### src/design/php_pkg.sv
// ----------------------------------------------------------------------------
// php_pkg
// Shared types and constants for the point hit test scan unit.
// ----------------------------------------------------------------------------
package php_pkg;

  localparam int COORD_BITS = 24;
  localparam int DW         = COORD_BITS + 1;
  localparam int PW         = 2 * DW;
  localparam int TASK_DEPTH = 4;
  localparam int RES_DEPTH  = 2;

  localparam logic OP_VERTEX = 1'b0;
  localparam logic OP_CIRCLE = 1'b1;

  typedef struct packed {
    logic                         op;
    logic signed [COORD_BITS-1:0] point_x;
    logic signed [COORD_BITS-1:0] point_y;
    logic        [COORD_BITS-2:0] radius;
    logic                         last_in_object;
    logic                         last_in_scene;
  } in_t;

  typedef struct packed {
    logic       hit_found;
    logic [7:0] selected_index;
  } out_t;

  typedef logic signed [DW-1:0] opnd_t;
  typedef logic signed [PW-1:0] prod_t;

  typedef struct packed {
    logic  en;
    opnd_t a;
    opnd_t b;
    opnd_t c;
    opnd_t d;
  } lane_t;

  typedef struct packed {
    logic  is_circle;
    logic  start;
    logic  last_obj;
    logic  last_scene;
    lane_t lane_a;
    lane_t lane_b;
  } task_t;

endpackage

### src/design/php_front.sv
// ----------------------------------------------------------------------------
// php_front
// Accepts items, tracks the open polygon and forms the edge and disc
// operands for the back end.
// ----------------------------------------------------------------------------
module php_front (
  input  logic                                  clk,
  input  logic                                  rst,
  input  logic                                  push,
  input  logic                                  q_full,
  input  php_pkg::in_t                          item,
  input  logic signed [php_pkg::COORD_BITS-1:0] query_x,
  input  logic signed [php_pkg::COORD_BITS-1:0] query_y,
  output logic                                  task_push,
  output php_pkg::task_t                        task_out
);

  logic signed [php_pkg::COORD_BITS-1:0] first_x;
  logic signed [php_pkg::COORD_BITS-1:0] first_y;
  logic signed [php_pkg::COORD_BITS-1:0] prev_x;
  logic signed [php_pkg::COORD_BITS-1:0] prev_y;
  logic                                  poly_open;
  logic                                  accept;
  logic                                  is_circle;
  logic signed [php_pkg::COORD_BITS-1:0] close_x;
  logic signed [php_pkg::COORD_BITS-1:0] close_y;
  php_pkg::lane_t                        edge_a;
  php_pkg::lane_t                        edge_b;
  php_pkg::lane_t                        disc_a;
  php_pkg::lane_t                        disc_b;

  function automatic php_pkg::opnd_t ext(input logic signed [php_pkg::COORD_BITS-1:0] v);
    return php_pkg::DW'(v);
  endfunction

  function automatic php_pkg::lane_t edge_ops(
    input logic signed [php_pkg::COORD_BITS-1:0] ax,
    input logic signed [php_pkg::COORD_BITS-1:0] ay,
    input logic signed [php_pkg::COORD_BITS-1:0] bx,
    input logic signed [php_pkg::COORD_BITS-1:0] by,
    input logic signed [php_pkg::COORD_BITS-1:0] qx,
    input logic signed [php_pkg::COORD_BITS-1:0] qy
  );
    php_pkg::lane_t r;
    php_pkg::opnd_t dy;
    php_pkg::opnd_t qxa;
    php_pkg::opnd_t qya;
    php_pkg::opnd_t bxa;
    dy   = ext(by) - ext(ay);
    qxa  = ext(qx) - ext(ax);
    qya  = ext(qy) - ext(ay);
    bxa  = ext(bx) - ext(ax);
    r.en = ((qy < ay) != (qy < by));
    if (dy > 0) begin
      r.a = qxa;
      r.b = dy;
      r.c = qya;
      r.d = bxa;
    end else begin
      r.a = qya;
      r.b = bxa;
      r.c = qxa;
      r.d = dy;
    end
    return r;
  endfunction

  assign accept    = push && !q_full;
  assign is_circle = (item.op == php_pkg::OP_CIRCLE);
  assign close_x   = poly_open ? first_x : item.point_x;
  assign close_y   = poly_open ? first_y : item.point_y;

  always_comb begin
    edge_a    = edge_ops(prev_x, prev_y, item.point_x, item.point_y, query_x, query_y);
    edge_a.en = edge_a.en && poly_open;
    edge_b    = edge_ops(item.point_x, item.point_y, close_x, close_y, query_x, query_y);
    edge_b.en = edge_b.en && item.last_in_object;

    disc_a.en = 1'b0;
    disc_a.a  = ext(query_x) - ext(item.point_x);
    disc_a.b  = disc_a.a;
    disc_a.c  = ext(query_y) - ext(item.point_y);
    disc_a.d  = disc_a.c;
    disc_b.en = 1'b0;
    disc_b.a  = php_pkg::DW'(item.radius);
    disc_b.b  = disc_b.a;
    disc_b.c  = '0;
    disc_b.d  = '0;

    task_out.is_circle  = is_circle;
    task_out.start      = !poly_open;
    task_out.last_obj   = item.last_in_object;
    task_out.last_scene = item.last_in_scene;
    task_out.lane_a     = is_circle ? disc_a : edge_a;
    task_out.lane_b     = is_circle ? disc_b : edge_b;
  end

  assign task_push = accept;

  always_ff @(posedge clk) begin
    if (accept && !is_circle) begin
      prev_x <= item.point_x;
      prev_y <= item.point_y;
      if (!poly_open) begin
        first_x <= item.point_x;
        first_y <= item.point_y;
      end
    end
  end

  always_ff @(posedge clk) begin
    if (rst) begin
      poly_open <= 1'b0;
    end else if (accept) begin
      if (is_circle || item.last_in_scene) begin
        poly_open <= 1'b0;
      end else begin
        poly_open <= !item.last_in_object;
      end
    end
  end

endmodule

### config.mk
export PLATFORM = sky130hd
export DESIGN_NAME = php_front
export DESIGN_NICKNAME = d
export VERILOG_FILES = /design/src/design/php_pkg.sv /design/src/design/php_front.sv
export SDC_FILE = /design/constraint.sdc
export NUM_CORES = 1
export LEC_CHECK = 0
export ABC_AREA = 1
export BUFFER_PORTS_ARGS = -buffer_cell sky130_fd_sc_hd__buf_2
export CAP_MARGIN = 30
export CORE_MARGIN = 1.5
export CORE_UTILIZATION = 40
export DETAILED_ROUTE_END_ITERATION = 10
export PLACE_DENSITY_LB_ADDON = 0.3
export SLEW_MARGIN = 20
export SYNTH_ARGS = -nofsm -noshare
export SYNTH_HDL_FRONTEND = slang
export SYNTH_SLANG_ARGS = --single-unit
### constraint.sdc
create_clock -name clk -period 6.3 [get_ports clk]
set_input_delay 0.63 -clock clk [delete_from_list [all_inputs] [get_ports clk]]
set_output_delay 0.63 -clock clk [all_outputs]
set_load 0.02 [all_outputs]
### After elaboration in Yosys (flattened, before gate mapping)

Cells that the tools add are included.

| storage, ports and cells | value |
|---|---|
| logic and storage cells | 36 |
| input port bits | 126 |
| output and inout bits | 207 |
| register bits | 97 |

| operators by class | value |
|---|---|
| add/sub/neg operators | 8 |
| reduce and logical (&&, ||, !) cells | 9 |
| multiplexer cells | 7 |
| order comparisons | 5 |
| equal/unequal tests | 2 |

Operators with widths:

| operator | number |
|---|---|
| $mux 101 | 2 |
| $mux 100 | 2 |
| $sub 24x24->25 | 8 |
| $lt 24x24->1 | 3 |
| $gt 25x1->1 const B | 2 |
| $mux 24 | 2 |
| $logic_and 1x1->1 | 4 |
| $logic_not 1->1 | 4 |
| $ne 1x1->1 | 2 |
| $logic_or 1x1->1 | 1 |
| $mux 1 | 1 |

### Depth between registers and ports, before layout

Gate-level depths: netlist (run 1).

| logic depth | value |
|---|---|
| depth after elaboration | 5 |
| depth in mapped cells | 25 |

### Worst setup path after synthesis (run 1)

No wires, ideal clock.

| path | value |
|---|---|
| path type | input to register |
| from | in push |
| to | reg first_x[0] (netlist bit), enable pin |
| setup time | 553 ps |
| slack | 632 ps |
| stages on the path | 4 |
| arrival time | 5,115 ps |
| data required time | 5,747 ps |
| path buffers | 0 |
| cells stage by stage | inv_1 > nor2_1 > inv_1 > nor2_1 |

| on the way | value |
|---|---|
| word-level cells in the longest chain between the ends | 2 |

Ends and longest elaborated chain:

| element | line | RTL |
|---|---|---|
| start, declared | php_front.sv:9 | `input logic push,` |
| $logic_and 1x1->1 | php_front.sv:68 | `assign accept = push && !q_full;` |
| net task_push | php_front.sv:14 | `output logic task_push,` |
| $logic_and 1x1->1 | php_front.sv:101 | `if (accept && !is_circle) begin` |
| end signal, assigned | php_front.sv:105 | `first_x <= item.point_x;` |
| end, declared | php_front.sv:18 | `logic signed [php_pkg::COORD_BITS-1:0] first_x;` |

The timed path passes the listed nets, and every way through them passes these cells.
A chain may end at the register's enable or synchronous reset.

==> impl_metrics.toml, run 1 <==
[floorplan]
dieArea_um2 = 50200
coreArea_um2 = 47900
die_w_um = 224
initial_utilization = 0.408
num_rows = 80
die_y_um = 224
num_io_pins = 333

[routing]
wl_per_cell_um = 22.6
drc_errors = 0
firstDrtPassIters = 7
vias = 24300
viasPerCell = 5.79
drt-initial-drc-count = 3080
drt_wl_total_mm = 94.8
ant_nets = 0

[critical_path]
path_class = "flip-flop to output pin"
crit_chain = "buf_4 > o21ai_0 > ha_1 > fa_1 > inv_1 > nand2_1 > nand2_1 > nand3_1 > nand2_1 > nand2_1 > nand2_1 > nand2_1 > nand2_1 > nand2_1 > nor2_1 > nand2_1 > nor2_1 > nand2_2 > nand2_4 > buf_4 > buf_12 > nand3_1 > nand3_1 > buf_2"
cp.arrival_ns = 4.95
max_stage_delay_ns = 0.54
rr_endpoint = "first_y[20]"
reg2reg_from = "poly_open"
crit_required_ns = 5.67
r2r_cells = 4
crit_top_cell = "nand2_1"
path_max_fanout = 74
start_kind = "flip-flop"
critPathSlowestCell = "buf_4"
reg2reg_slack_ns = 4.63
end_kind = "output pin"

[timing]
skew_ns = 0.00721
slew_headroom = 0.217
worst_pin_slew_ns = 1.17
fin_setup_tns_ns = 0
fmax_mhz = 179
fin_ws_ns = 0.716
setup_viol = 0
slew_viol_final = 0
holdWs_ns = 0.426
hold_violations = 0
post-route-period-util = 0.886
fin_crit_ns = 5.58
rsz0062_at_grt = "no"

[synthesis]
yosys-top-cells-count = "nand2_1 (1,043), nand3_1 (469), inv_1 (428)"
synth_most_common_cell = "nand2_1"
synth-edff-count = 96
syn_area_um2 = 19600
ys_ff_latch = 97
synth_top_flop_cell = "edfxtp_1"
yosysWarnings = 0
synth_nets = 3662
synth_cell_type_count = 44
synthCells = 3310
ys_seq_area_frac = 0.148
synth_top_area_cell = "nand2_1"
synth.area.top_cells = "nand2_1 (20%), edfxtp_1 (15%), ha_1 (14%)"
ys_async_sr_fraction = 0
avgSynthCellArea_um2 = 5.91
yosys.area.top_type_share = 0.200

[cells_and_area]
fin_util = 0.459
seqCellArea_um2 = 2900
num-nets-final = 3919
fill_cells = 5287
drive_above_1_share = 0.113
multiInputGateArea_um2 = 14600
area_growth_pct = 12.6
design_area_um2 = 22000

[global_route]
gr-total-overflow = 0
grt_max_degree = 100
grt_antenna_before_repair = 4
grt_first_pass_wirelength_mm = 137
grt_usage = 0.367
grt_pass1_vias = 22100

[power_and_ir_drop]
netSwitchingPower_mw = 2.49
switching_share = 0.570
intPower_mw = 1.88
p_per_area_nw_per_um2 = 198
pwr-share-seq = 0.170
peakVddDrop_v = 0.000113
power_leakage_nw = 11.9
clkPwrFrac = 0.121
comb_power_share = 0.708

[clocking]
cts_resized = 0
cts_hold_buf = 0
postCtsSetupRepairBufs = 0
clock-sinks = 97
tritoncts = "yes"
root_buffer = "clkbuf_16"
clkTransAtPathRegs_ns = 0.07
cts.path.max_buffers = 2
worstSkewPairLatency_ns = 0.37
ctsHtreeMaxLevel = 3
numCtsBuffers = 9

[placement]
place_area_um2 = 21700
numPortBuffers = 332
gp_congestion = 1.06
dpl.hpwl_mm = 79.2
preCtsSetupSlack_ns = 1.10

[worst_hold_path]
min_path_cells = 2
min_from = "rst"
hold_path_class = "input pin to flip-flop"
holdPathEnd = "poly_open"

[run]
maxCapViolations = 0

[run_status]
status = "finished, final reports clean"
## state kept, by name (all words and copies together) (netlist names)
register   cells
first_x       24
first_y       24
prev_x        24
prev_y        24
poly_open      1
## area by class of cell
cell class              count  share of cell area
multi-input cells        2678               0.661
flip-flops and latches     97               0.132
repair buffers            352              0.0868
inverters                 429              0.0733
well taps                 615              0.0349
clock buffers              13              0.0109
clock inverters             3            0.000795
diodes                      1            0.000114
## power by group through the flow
stage | clock network (mW) | logic, mW | registers (mW)
floorplan | 0 | 1.87 | 0.760
global placement | 0 | 2.97 | 0.758
detailed placement | 0 | 2.97 | 0.759
CTS | 0.537 | 2.98 | 0.745
global route | 0.560 | 3.29 | 0.747
finish | 0.531 | 3.09 | 0.745
## placed cells by master, fill, tap and decap left out, types with 16 or more instances in the layout
cell type / Yosys / layout
or2_2: 25 / 25
ha_1: 218 / 218
nand2_1: 1043 / 1043
edfxtp_1: 96 / 96
nor4_1: 16 / 16
nand3_1: 469 / 468
nor3_1: 31 / 31
inv_1: 428 / 428
a21o_1: 23 / 23
nor2_1: 209 / 208
o21bai_1: 17 / 17
a21oi_1: 194 / 194
xor2_1: 85 / 85
nand4_1: 74 / 74
o21ai_0: 146 / 145
xnor2_1: 49 / 49
buf_2: 43 / 331
## cell families after synthesis
kind of cell    count (synthesis)  synth area share
fa+ha+maj                     226             0.148
flops                          97             0.148
compound gates                422             0.118
buf+inv                       535             0.109
simple gates                 1896             0.416
xor+xnor                      134            0.0600
## critical path: cells and delay by family (launching register included)
family / cells / cell delay (ns)
flip-flops: 1 / 0.32
AND/OR/NAND/NOR: 16 / 1.63
buffers and inverters: 5 / 1.59
adder cells (fa/ha/maj): 2 / 0.68
AO/OA/AOI/OAI: 1 / 0.30
## layer usage
metal | wire [µm] | up-vias | GRT usage
met5 | 13 | - | 0
met1 | 39100 | 11100 | 0.487
met3 | 10600 | 255 | 0.0807
met4 | 5400 | 2 | 0.189
li1 | - | 11500 | -
met2 | 39700 | 1446 | 0.558
## per-stage QoR
| stage | std cells | total power [mW] |
|---|---|---|
| 6_report | 4188 | 4.37 |
| 5_1_grt | 4187 | 4.59 |
| 4_1_cts | 4182 | 4.26 |
| 3_5_place_dp | 4166 | 3.73 |
| 3_3_place_gp | 4162 | 3.73 |
| 2_1_floorplan | 3310 | 2.63 |
## worst max-delay path by stage
| stage | from | endpoint | depth (start not counted) |
|---|---|---|---|
| detailed placement | item[25] | task_out[102] | 21 |
| finish | poly_open | task_out[96] | 24 |
| CTS | poly_open | task_out[93] | 23 |
| floorplan | push | first_x[0] | 4 |
| global placement | poly_open | task_out[96] | 22 |
| global route | poly_open | task_out[93] | 24 |
(Power assumes the default switching activity.)
==> inputs of run 2 (changes only) <==
PLACE_DENSITY = 0.68   (was unset)
PLACE_DENSITY_LB_ADDON = unset   (was 0.3)
RECOVER_POWER = 50   (was unset)
==> impl_metrics.toml, run 2 (synthesis results as in run 1) <==
[critical_path]
crit_required_ns = 5.67
path_class = "flip-flop to output pin"
end_kind = "output pin"
cp.arrival_ns = 5.01
start_kind = "flip-flop"
path_max_fanout = 74

[timing]
worst_pin_slew_ns = 2.98
skew_ns = 0.00723
fin_setup_tns_ns = 0
fin_crit_ns = 5.64
slew_headroom = -0.988
hold_violations = 0
holdWs_ns = 0.445
slew_viol_final = 102
setup_viol = 0
rsz0062_at_grt = "no"
post-route-period-util = 0.896
fmax_mhz = 177

[global_route]
grt_max_degree = 115
grt_first_pass_wirelength_mm = 134
grt_pass1_vias = 21700
gr-total-overflow = 0
grt_usage = 0.360
grt_antenna_before_repair = 2

[clocking]
cts_hold_buf = 0
ctsHtreeMaxLevel = 3
numCtsBuffers = 9
clock-sinks = 97
worstSkewPairLatency_ns = 0.38
tritoncts = "yes"
cts.path.max_buffers = 2
postCtsSetupRepairBufs = 0
cts_resized = 0
root_buffer = "clkbuf_16"
clkTransAtPathRegs_ns = 0.06

[cells_and_area]
diodes = 0
drive_above_1_share = 0.0960
final_cell_mix = "nand2_1 (1,043), nand3_1 (468), inv_1 (428), buf_2 (277), ha_1 (218)"
area_growth_pct = 11.8
design_area_um2 = 21900
mostFrequentLayoutCell = "nand2_1"
fill_cells = 5347
num-nets-final = 3919
fin_util = 0.456

[run]
maxCapViolations = 3

[floorplan]
initial_utilization = 0.408
num_io_pins = 333
die_w_um = 224
dieArea_um2 = 50200
die_y_um = 224
num_rows = 80
coreArea_um2 = 47900

[placement]
gp_congestion = 1.04
numPortBuffers = 332
place_area_um2 = 21700
dpl.hpwl_mm = 78.4

[routing]
wl_per_cell_um = 22.2
firstDrtPassIters = 8
vias = 24200
drt_wl_total_mm = 93.1
drc_errors = 0
ant_nets = 0
drt-initial-drc-count = 3015
viasPerCell = 5.78

[run_status]
failed_checks = "capacitance limit, slew limit"
status = "complete, but fails checks"

[power_and_ir_drop]
power_leakage_nw = 11.8
p_per_area_nw_per_um2 = 200
peakVddDrop_v = 0.000126

[worst_hold_path]
hold_path_class = "input pin to flip-flop"
-- run 2: cell count changes in the layout (fill, tap and decap cells not counted), moves of 2 or more --
cell / change
clkinv_2: -2
buf_4: +2
clkinv_1: +5
clkbuf_1: +54
buf_16: -3
buf_2: -54
buf_12: -2
-- run 2: final timing paths --
path              cells past startpoint        start           end  slack [ns]
setup / recovery                     21    poly_open  task_out[32]        0.66
hold / removal                        2          rst     poly_open        0.44
setup reg to reg                      4    poly_open   first_y[21]        4.62
hold reg to reg                       2  first_x[16]   first_x[16]        0.59
-- run 2: where the power goes --
group          switching, mW  leakage (nW)  internal [mW]
clock network          0.261         0.134          0.301
logic                   2.21          10.7          0.860
registers            0.00631         0.890          0.740
-- run 2: routing by layer --
metal | track usage | wire length (µm)
met4 | 0.177 | 5130
met3 | 0.0590 | 9420
met1 | 0.491 | 39600
met5 | 0 | 12
met2 | 0.548 | 38800
-- run 2: area by class of cell --
cell class                      instances  area (µm²)  share of cell area
Timing Repair Buffer                  352        1750              0.0799
Sequential cell                        97        2900               0.133
Clock buffer                           10         229              0.0105
Multi-Input combinational cell       2678       14600               0.666
Clock inverter                          6        48.8             0.00223
Tap cell                              615         769              0.0352
Inverter                              429        1620              0.0738
-- run 2: worst max-delay path: stages, from the launching register on --
cell      delay [ns]
dfxtp_1         0.33
buf_4           0.56
o21ai_0         0.33
ha_1            0.30
fa_1            0.40
inv_1           0.11
nand2_1         0.05
nand2_1         0.08
nand2_1         0.08
o21ai_1         0.20
nand2_1         0.12
nand2_1         0.11
nor2_1          0.05
o21bai_1        0.27
nand2_1         0.15
o21ai_4         0.10
nand2_4         0.40
nor2_4          0.25
buf_12          0.28
nand2_1         0.09
nand2_1         0.15
buf_2           0.19
-- run 2: per-stage QoR --
stage | worst slack [ns] | std cells | total power, mW
after detailed placement | 1.16 | 4168 | 3.72
after global placement | 1.20 | 4166 | 3.73
after floorplan | 0.632 | 3310 | 2.63
after global routing | 0.414 | 4187 | 4.59
after CTS | 0.747 | 4184 | 4.29
final | 0.656 | 4187 | 4.38
