--- config.mk ---
export PLATFORM = sky130hd
export DESIGN_NAME = php_fifo
export DESIGN_NICKNAME = d
export VERILOG_FILES = /design/src/design/php_fifo.sv
export SDC_FILE = /design/constraint.sdc
export NUM_CORES = 1
export LEC_CHECK = 0
export ABC_AREA = 1
export BUFFER_PORTS_ARGS = -buffer_cell sky130_fd_sc_hd__buf_2
export CAP_MARGIN = 20
export CORE_UTILIZATION = 44
export CTS_CLUSTER_SIZE = 12
export DETAILED_ROUTE_END_ITERATION = 10
export PLACE_DENSITY = 0.69
export SYNTH_ARGS = -nofsm -noshare
export SYNTH_HDL_FRONTEND = slang
export SYNTH_SLANG_ARGS = --single-unit
export TNS_END_PERCENT = 50
--- constraint.sdc ---
create_clock -name clk -period 1.25 [get_ports clk]
set_input_delay 0.0625 -clock clk [delete_from_list [all_inputs] [get_ports clk]]
set_output_delay 0.0625 -clock clk [all_outputs]
set_load 0.01 [all_outputs]
--- src/design/php_fifo.sv ---
// ----------------------------------------------------------------------------
// php_fifo
// Small register queue with a combinational head.
// ----------------------------------------------------------------------------
module php_fifo #(
  parameter int WIDTH = 8,
  parameter int DEPTH = 2
) (
  input  logic             clk,
  input  logic             rst,
  input  logic             push,
  input  logic [WIDTH-1:0] wdata,
  output logic             full,
  input  logic             pop,
  output logic [WIDTH-1:0] rdata,
  output logic             empty
);

  localparam int AW = (DEPTH > 1) ? $clog2(DEPTH) : 1;
  localparam int CW = $clog2(DEPTH + 1);

  logic [WIDTH-1:0] mem [DEPTH];
  logic [AW-1:0]    rd_ptr;
  logic [AW-1:0]    wr_ptr;
  logic [CW-1:0]    count;
  logic             do_push;
  logic             do_pop;

  assign full    = (count == CW'(DEPTH));
  assign empty   = (count == '0);
  assign do_push = push && !full;
  assign do_pop  = pop && !empty;
  assign rdata   = mem[rd_ptr];

  always_ff @(posedge clk) begin
    if (do_push) begin
      mem[wr_ptr] <= wdata;
    end
  end

  always_ff @(posedge clk) begin
    if (rst) begin
      rd_ptr <= '0;
      wr_ptr <= '0;
      count  <= '0;
    end else begin
      if (do_push) begin
        wr_ptr <= (wr_ptr == AW'(DEPTH - 1)) ? '0 : wr_ptr + AW'(1);
      end
      if (do_pop) begin
        rd_ptr <= (rd_ptr == AW'(DEPTH - 1)) ? '0 : rd_ptr + AW'(1);
      end
      if (do_push && !do_pop) begin
        count <= count + CW'(1);
      end else if (do_pop && !do_push) begin
        count <= count - CW'(1);
      end
    end
  end

endmodule

# After elaboration in Yosys (flattened, before gate mapping)
# Memories as Yosys holds them, arrays and structs flattened. A register that Yosys moved wholly into a read port is not among the register bits.
# Cells that the tools add are included.
# word_totals
rom_bits	0
register_bits	4
elab_cells	27
out_inout_bits	10
mem_bits_rw	16
memories	1
latch_bits	0
# mem_list
memory	depth	word_bits	read_ports	rd_clocked_by_memory_dff	wr	line	text
mem	2	8	1	1	1	22	logic [WIDTH-1:0] mem [DEPTH];
# op_classes
mul	0
magnitude_cmp	0
bitwise_logic	0
div	0
mux	8
shifts	0
addsub	4
eq_ne	1
reduce_logical	10
# ops
operator	n
$mux 1	6
$logic_and 1x1->1	4
$logic_not 1->1	4
$mux 2	2
$add 1x1->1 const B	2
$add 2x1->2 const B	1
$eq 2x2->1 const B	1
$logic_not 2->1	1
$reduce_bool 2->1	1
$sub 2x1->2 const B	1

# Logic depth before layout (Yosys ltp)
# Gate-level depths: netlist (run 1).
# depth
word_depth	7
depth_mapped	10
ltp_nobuf	10

# Worst setup path before layout (run 1)
# No wires, ideal clock.
# synth_path
path_type	register to register
start	register count[0]
end	memory mem[1][0], enable pin
setup_time_ns	0.370
synth_period_minus_slack_ns	1.321
arrival_ns	0.951
required_ns	0.880
n_path_buf	0
path_stages_with_launch	3
path_slack_ns	-0.071
path_cell_list	dfxtp_1 -> o21ai_2 -> nor2_1
# synth_via
elab_chain_len	5
# synth_lines
element	line	text
start: declaration	25	logic [CW-1:0] count;
start signal: assignment	54	count <= count + CW'(1);
start signal: assignment	56	count <= count - CW'(1);
$eq 2x2->1	29	assign full = (count == CW'(DEPTH));
$logic_not 1->1	31	assign do_push = push && !full;
$logic_and 1x1->1	31	
$mux 1	36	if (do_push) begin
$mux 1 (implied by the code)	37	mem[wr_ptr] <= wdata;
end: declaration	22	
# Every way passes these cells.

==> results of run 1 <==
[final cells by class]
class                           count  area [sq um]
Clock buffer                        4          26.3
Inverter                            9          36.3
Timing Repair Buffer               43           352
Multi-Input combinational cell     31           275
Sequential cell                    21           587
Tap cell                           25          31.3
Fill cell                         118           438
[Yosys cell counts (all sizes together)]
cell type / number / area [sq um]
dfxtp: 5 / 100
o21ai: 5 / 32.5
inv: 9 / 33.8
a21oi: 1 / 5.00
nand3: 1 / 5.00
ha: 1 / 12.5
buf: 1 / 5.00
nor2: 9 / 33.8
nand4: 1 / 6.26
and2: 1 / 8.76
mux2: 8 / 90.1
edfxtp: 16 / 480
nand2: 4 / 15.0
[final timing paths]
| check | start | endpoint | slack, ns | depth (start not counted) |
|---|---|---|---|---|
| setup / recovery | flop | rdata[0] | -0.03 | 3 |
| hold / removal | rst | count[1] | 0.04 | 4 |
| setup reg to reg | count[0] | count[1] | 0.01 | 7 |
| hold reg to reg | wr_ptr | wr_ptr | 0.54 | 2 |
[flip-flops by register name, summed over array words and instances (netlist names), named ones only]
| name | cells |
|---|---|
| wr_ptr | 1 |
| mem | 16 |
| rd_ptr | 1 |
| count | 2 |
[metrics by stage]
stage	hold WS [ns]	area, sq um	setup slack, ns	total power (uW)	instances
floorplan	0.161	828	-0.0712	1390	62
global placement	0.251	1030	0.0280	1700	117
detailed placement	0.255	1030	-0.0625	1740	117
CTS	0.0315	1280	-0.0295	2360	131
global route	0.0657	1310	-0.0658	2560	133
finish	0.0419	1310	-0.0255	2430	133
[routing by layer]
layer / global-route usage (%) / vias up
met5: 0 / -
met1: 19.0 / 283
met2: 40.0 / 20
met4: 8.48 / 0
li1: - / 305
met3: 3.57 / 4
[what timing repair did]
action,in CTS,in global routing
cloned,0,0
hold buffers,8,0
setup buffers,2,2
endpoints found under the setup margin,19,15
pin swaps,6,4
gates resized for setup,28,4
hold endpoints to repair,16,0
[worst max-delay path, stage by stage, from the launching register on]
cell and delay, ns:
dfxtp_2 0.34, buf_8 0.14, mux2_4 0.32, buf_6 0.12
[kinds of logic after synthesis]
group / share of synthesized area [%]
adders and majority gates: 1.51
DFF: 70.1
AOI/OAI and AO/OA: 4.53
buffers and inverters: 4.68
muxes: 10.9
and+or+nand+nor: 8.31
[report_power, final]
group	switching (uW)	total (uW)	internal (uW)	leakage, uW
registers	77.4	983	906	0.000192
logic	502	1150	643	0.000355
clock network	176	300	124	0.0000150
==> metrics.md, run 1 <==
| Metric | Value |
|---|---|
| Status | `finished with violations` |
| Failing checks | `negative setup slack` |
| Final Cycle Share | `102%` |
| Drc violations | `0` |
| Max-slew violations | `0` |
| Layout overhead on the synthesized area | `57.9%` |
| DR vias/cell | `4.60` |
| Grt ovf | `0` |
| I/O Buffers | `21` |
| DRT antenna net count | `0` |
| Crit Path Max Fanout | `8` |
| Root buffer cell | `clkbuf_4` |
| Unrepaired setup endpoints after global routing | `true` |
| Vias in the first global route | `597` |
| First-pass GRT wire length | `2640 microns` |
| Clock transition at path regs | `0.10 ns` |
| Die Span X | `45.4 microns` |
| Final core occ | `74.9%` |
| Max-cap viol count | `0` |
| Synth cell types | `16` |
| Gp weighted congestion | `0.672` |
| Layout cells sized above 1 | `54.6%` |
| Commonest non-fill, non-tap cells in the layout | `edfxtp_1, buf_2, buf_4` |
| Worst Clk Skew | `0.00371 ns` |
| Fin. Hold Viols | `0` |
| Initial Util | `47.5%` |
| Final setup TNS | `-0.134 ns` |
| Kind of critical path | `flop to output pin` |
| DR vias | `612` |
| Seq/Total Area, Yosys | `70.1%` |
| Synth Register Bits | `21` |
| Final wirelength | `1830 microns` |
| Synthesized area | `828 sq um` |
| Startpoint type of the worst setup path | `flop` |
| CTS tree | `yes` |
| Worst skew pair latency | `0.29 ns` |
| CTS max path bufs | `2` |
| Syn_nets | `75` |
| Worst rel slew slack | `89.9%` |
| Arrival @ worst endpoint | `1.21 ns` |
| PnR worst setup slack | `-0.0255 ns` |
| Total core area | `0.00175 sq mm` |
| Largest net degree at the start of global routing | `12` |
| Met3 Wirelength | `62 microns` |
| Height of the die | `45.4 microns` |
| TritonCTS buffer count | `3` |
| Fin nets | `122` |
| Row count | `15` |
| Pwr Density | `1860 mW/mm^2` |
| Yosys warning count | `0` |
| Worst Tran Pin Value | `0.150 ns` |
| Final min period | `1.28 ns` |
| Fmax | `784 MHz` |
| Clock sink count | `21` |
| Commonest non-fill, non-tap cell in the layout | `edfxtp_1` |
| Leakage | `0.000562 uW` |
| Highest routed layer | `met4` |
| WL met2 | `1090 microns` |
| ANT cells | `0` |
| Tot GR Track Use | `19.9%` |
| Hold WC Path Type | `input port to flop` |
| CTS HTree Levels | `1` |
| Initial DRC Count | `7` |
| First drt pass iteration count | `4` |
| VDD IR max | `0.00119 V` |
| Avg Cell Area, Syn | `13.4 sq um` |
| Setup crit end kind | `output pin` |
| Initial antenna violation count | `0` |
| Req. time, crit path | `1.19 ns` |
| DP Wirelength | `1120 microns` |
| Ports | `22` |
| Die area | `0.00206 sq mm` |
| Wire per inst | `13.8 microns` |
| Synthesized netlist cell count | `62` |
| Final setup violation count | `8` |
| Met1 wire length | `643 microns` |
Power figures use the tool's default switching activity.
==> inputs of run 2 (changes only) <==
--- a/config.mk
+++ b/config.mk
@@ -9,6 +9,7 @@
 export BUFFER_PORTS_ARGS = -buffer_cell sky130_fd_sc_hd__buf_2
 export CAP_MARGIN = 20
 export CORE_UTILIZATION = 44
+export CTS_BUF_LIST = sky130_fd_sc_hd__clkbuf_16
 export CTS_CLUSTER_SIZE = 12
 export DETAILED_ROUTE_END_ITERATION = 10
 export PLACE_DENSITY = 0.69
==> metrics.md, run 2 (synthesis gave the netlist of run 1 again) <==
| Metric | Value |
|---|---|
| Status | `finished, final reports clean` |
| Fin. Hold Viols | `0` |
| Layout overhead on the synthesized area | `40.5%` |
| Final wirelength | `1470 microns` |
| Total core area | `0.00175 sq mm` |
| Tot GR Track Use | `16.2%` |
| Clock sink count | `21` |
| Clock transition at path regs | `0.05 ns` |
| Max-cap viol count | `0` |
| DRT antenna net count | `0` |
| CTS tree | `yes` |
| Commonest non-fill, non-tap cell in the layout | `buf_2` |
| Ports | `22` |
| Vias in the first global route | `553` |
| I/O Buffers | `21` |
| Biggest register | `mem` |
| DR vias | `563` |
| Height of the die | `45.4 microns` |
| Worst skew pair latency | `0.25 ns` |
| DP Wirelength | `1120 microns` |
| Final setup TNS | `0 ns` |
| Final min period | `1.23 ns` |
| Layout Cells excl Fill | `122` |
| Die Span X | `45.4 microns` |
| Die area | `0.00206 sq mm` |
| Wire per inst | `12.0 microns` |
| Drc violations | `0` |
| Gp weighted congestion | `0.672` |
| First-pass GRT wire length | `2230 microns` |
| Grt ovf | `0` |
| Worst rel slew slack | `88.5%` |
| Placed insts | `117` |
| Max reg flops | `16` |
| Startpoint type of the worst setup path | `flop` |
| Initial Util | `47.5%` |
| Req. time, crit path | `1.43 ns` |
| Layout cells sized above 1 | `53.6%` |
| First drt pass iteration count | `4` |
| TritonCTS buffer count | `3` |
| Row count | `15` |
| Setup crit end kind | `flop` |
| CTS HTree Levels | `1` |
| Unrepaired setup endpoints after global routing | `true` |
| VDD IR max | `0.00123 V` |
| Kind of critical path | `flop to flop` |
| Worst Clk Skew | `0.00432 ns` |
| DR vias/cell | `4.61` |
| Commonest non-fill, non-tap cells in the layout | `buf_2, edfxtp_1, nor2_1, buf_4, mux2_2` |
| Hold WC Path Type | `input port to flop` |
| Worst Tran Pin Value | `0.171 ns` |
| Largest net degree at the start of global routing | `12` |
| Total Power | `2450 uW` |
| Pwr Density | `2110 mW/mm^2` |
| CTS max path bufs | `2` |
| Hold Slack | `0.00688 ns` |
| Arrival @ worst endpoint | `1.41 ns` |
| Root buffer cell | `clkbuf_16` |
| Fmax | `813 MHz` |
| Initial DRC Count | `5` |
| Max-slew violations | `0` |
| Fin nets | `111` |
| Post-CTS Setup Inserts | `0` |
| Final setup violation count | `0` |
| ANT cells | `0` |
| Top flop regs | `mem x16, count x2` |
| Leakage | `0.000494 uW` |
| Initial antenna violation count | `0` |
| Crit Path Max Fanout | `4` |
| Final Cycle Share | `98.4%` |
run 2: cell types whose count changed in the layout (fill, tap and decap cells not counted), moves of 6 or more:
cell	delta
buf_6	-6
mux2_4	-8
dlygate4sd3_1	-7
buf_2	+6
mux2_2	+8
run 2: per-layer routing:
| layer | global-route usage (%) | share of wire (%) |
|---|---|---|
| met5 | 0 | 0 |
| met4 | 9.09 | 0.95 |
| met3 | 4.76 | 5.9 |
| met2 | 30.0 | 54 |
| met1 | 15.5 | 39 |
run 2: through the flow:
| stage | area (sq um) | utilization [%] | setup WS [ns] |
|---|---|---|---|
| 6_report | 1160 | 66.7 | 0.0194 |
| 5_1_grt | 1160 | 66.7 | -0.0700 |
| 4_1_cts | 1140 | 65.4 | -0.0266 |
| 3_5_place_dp | 1030 | 59.3 | -0.0625 |
| 3_3_place_gp | 1030 | 59.3 | 0.0280 |
| 2_1_floorplan | 828 | - | -0.0712 |
run 2: path summary, 6_finish.rpt:
| kind | slack (ns) | to | from | cells after the start |
|---|---|---|---|---|
| worst max-delay path | 0.02 | count[1] | count[1] | 8 |
| worst min-delay path | 0.007 | mem[1][6] | wdata[6] | 1 |
| worst max register to register | 0.02 | count[1] | count[1] | 8 |
| worst min register to register | 0.53 | wr_ptr | wr_ptr | 2 |
run 2: what timing repair did:
| action | CTS | global route |
|---|---|---|
| endpoints found under the setup margin | 14 | 19 |
| pin swaps | 2 | 0 |
| hold endpoints to repair | 2 | 0 |
| hold buffers | 1 | 0 |
| gates resized for setup | 5 | 4 |
run 2: final cells by class:
type	instances	area, sq um
timing repair buffer	32	206
clock inverter	1	3.75
sequential	21	584
inverter	9	33.8
multi-input combinational	31	229
tap	25	31.3
clock buffer	3	75.1
fill	139	582
run 2: critical path, stage by stage, from the launching register on:
cell and delay, ns:
dfxtp_2 0.32, buf_4 0.14, o21ai_4 0.15, ha_4 0.22
inv_2 0.07, nand3_1 0.09, nand2_1 0.06, inv_1 0.03
nor2_1 0.08
run 2: power by group:
group	leakage [uW]	total [uW]	switching [uW]	internal (uW)
Combinational	0.000260	858	417	441
Clock	0.0000423	636	211	425
Sequential	0.000192	959	58.0	901
Total	0.000494	2450	687	1770
==> inputs of run 3 (changes only) <==
--- a/config.mk
+++ b/config.mk
@@ -8,11 +8,12 @@
 export ABC_AREA = 1
 export BUFFER_PORTS_ARGS = -buffer_cell sky130_fd_sc_hd__buf_2
 export CAP_MARGIN = 20
-export CORE_UTILIZATION = 44
+export CORE_UTILIZATION = 35
 export CTS_BUF_LIST = sky130_fd_sc_hd__clkbuf_16
 export CTS_CLUSTER_SIZE = 12
 export DETAILED_ROUTE_END_ITERATION = 10
-export PLACE_DENSITY = 0.69
+export HOLD_SLACK_MARGIN = 0.06
+export PLACE_DENSITY = 0.57
 export SYNTH_ARGS = -nofsm -noshare
 export SYNTH_HDL_FRONTEND = slang
 export SYNTH_SLANG_ARGS = --single-unit
==> metrics.md, run 3 (synthesis gave the netlist of run 1 again) <==
| Metric | Value |
|---|---|
| Clock sink count | `21` |
| Layout overhead on the synthesized area | `52.4%` |
| CTS tree | `yes` |
| Max-cap viol count | `0` |
| Cells along the critical path | `buf_4, o21ai_4, ha_4, inv_4, nand4_1, nand2_1, nor2_2` |
| PnR worst setup slack | `0.0260 ns` |
| CP max-delay cell | `dfxtp_2` |
| Grt ovf | `0` |
| Placed insts | `118` |
| Arrival @ worst endpoint | `1.37 ns` |
| Hold Path Origin | `rst` |
| Worst rel slew slack | `89.7%` |
| Vias in the first global route | `535` |
| Worst Clk Skew | `0.00119 ns` |
| Row count | `17` |
| Fin. Hold Viols | `0` |
| Hold WC Path Type | `input port to flop` |
| Worst slack, placed | `-0.00665 ns` |
| Status | `finished, final reports clean` |
| TritonCTS buffer count | `3` |
| CP Buf/Inv Count | `2` |
| Initial Util | `37.4%` |
| Drc violations | `0` |
| Layout Cells excl Fill | `133` |
| Final min period | `1.22 ns` |
| Final Cycle Share | `97.9%` |
| Height of the die | `50.6 microns` |
| DRT antenna net count | `0` |
| Leakage | `0.000522 uW` |
| Initial DRC Count | `13` |
| Pwr Density | `2010 mW/mm^2` |
| Gp weighted congestion | `0.736` |
| Fmax | `817 MHz` |
| Setup crit end kind | `flop` |
| CP max stage delay | `0.32 ns` |
| CTS max path bufs | `2` |
| Fill cells | `193` |
| I/O Buffers | `21` |
| Total core area | `0.00221 sq mm` |
| Crit path max-delay family | `flip-flops` |
| Top flop regs | `mem x16, count x2` |
| Tot GR Track Use | `11.7%` |
| Max reg flops | `16` |
| Fin nets | `119` |
| Commonest non-fill, non-tap cell in the layout | `buf_2` |
| R2r worst-path depth | `7` |
| Crit Path Max Fanout | `4` |
| Worst skew pair latency | `0.25 ns` |
| Root buffer cell | `clkbuf_16` |
| Wire per inst | `10.4 microns` |
| Worst Tran Pin Value | `0.153 ns` |
| Startpoint type of the worst setup path | `flop` |
| First drt pass iteration count | `3` |
| Unrepaired setup endpoints after global routing | `true` |
| CTS HTree Levels | `1` |
| Multi-input logic area | `246 sq um` |
| Req. time, crit path | `1.39 ns` |
| ANT cells | `0` |
| Ports | `22` |
| Initial antenna violation count | `0` |
| VDD IR max | `0.00137 V` |
| Hold Slack | `0.112 ns` |
| Biggest register | `mem` |
| Final wirelength | `1380 microns` |
| Kind of critical path | `flop to flop` |
| Largest net degree at the start of global routing | `13` |
| Hold Path Stages | `4` |
| Critical path depth | `7` |
| Commonest non-fill, non-tap cells in the layout | `buf_2, edfxtp_1, buf_4` |
| First-pass GRT wire length | `2200 microns` |
| Layout cells sized above 1 | `56.2%` |
| Final setup violation count | `0` |
| Clock transition at path regs | `0.05 ns` |
| Worst r2r src | `count[1]` |
| DR vias | `586` |
| DP Wirelength | `948 microns` |
| Max-slew violations | `0` |
| DR vias/cell | `4.41` |
| Die area | `0.00256 sq mm` |
| CP startpoint | `count[1]` |
| Area occupied by registers | `589 sq um` |
| Die Span X | `50.6 microns` |
-- run 3: final timing paths --
kind	to	slack, ns
setup / recovery	count[1]	0.03
hold / removal	count[1]	0.11
setup reg to reg	count[1]	0.03
hold reg to reg	count[0]	0.47
-- run 3: cell type report --
| cell class | instances | share of cell area (%) |
|---|---|---|
| flip-flops and latches | 21 | 46.7 |
| clock buffers | 3 | 5.95 |
| repair buffers | 40 | 21.8 |
| inverters | 9 | 2.87 |
| well taps | 28 | 2.78 |
| multi-input cells | 31 | 19.5 |
| clock inverters | 1 | 0.396 |
-- run 3: worst reg2reg max path, delay by kind of cell (launching register included) --
family	cells	cell delay (ns)
adders and majority gates	1	0.23
buffers and inverters	2	0.20
DFF	1	0.32
AOI/OAI and AO/OA	1	0.18
and+or+nand+nor	3	0.20
-- run 3: layer usage --
metal	GRT usage [%]	share of wire [%]
met1	13.4	44
met3	1.82	3.9
met5	0	0
met2	20.4	51
met4	6.94	0.73
-- run 3: stage by stage --
step	util, %	TNS, ns	total power (uW)	instance area [sq um]
after CTS	53.7	0	2390	1190
after detailed placement	46.3	-0.00665	1700	1020
final	57.1	0	2540	1260
after global routing	57.1	-0.0920	2690	1260
after floorplan	-	-1.19	1390	828
after global placement	46.3	0	1680	1020
-- run 3: where the power goes --
part	internal, uW	switching [uW]
registers	910	83.9
clock network	428	221
logic	478	414
-- run 3: what timing repair did --
item | 4_1_cts | 5_1_grt
endpoints found under the hold margin | 16 | 0
gates resized for setup | 3 | 15
hold buffers | 8 | 0
buffers inserted | 0 | 4
pin swaps | 0 | 6
setup endpoints to repair | 10 | 18
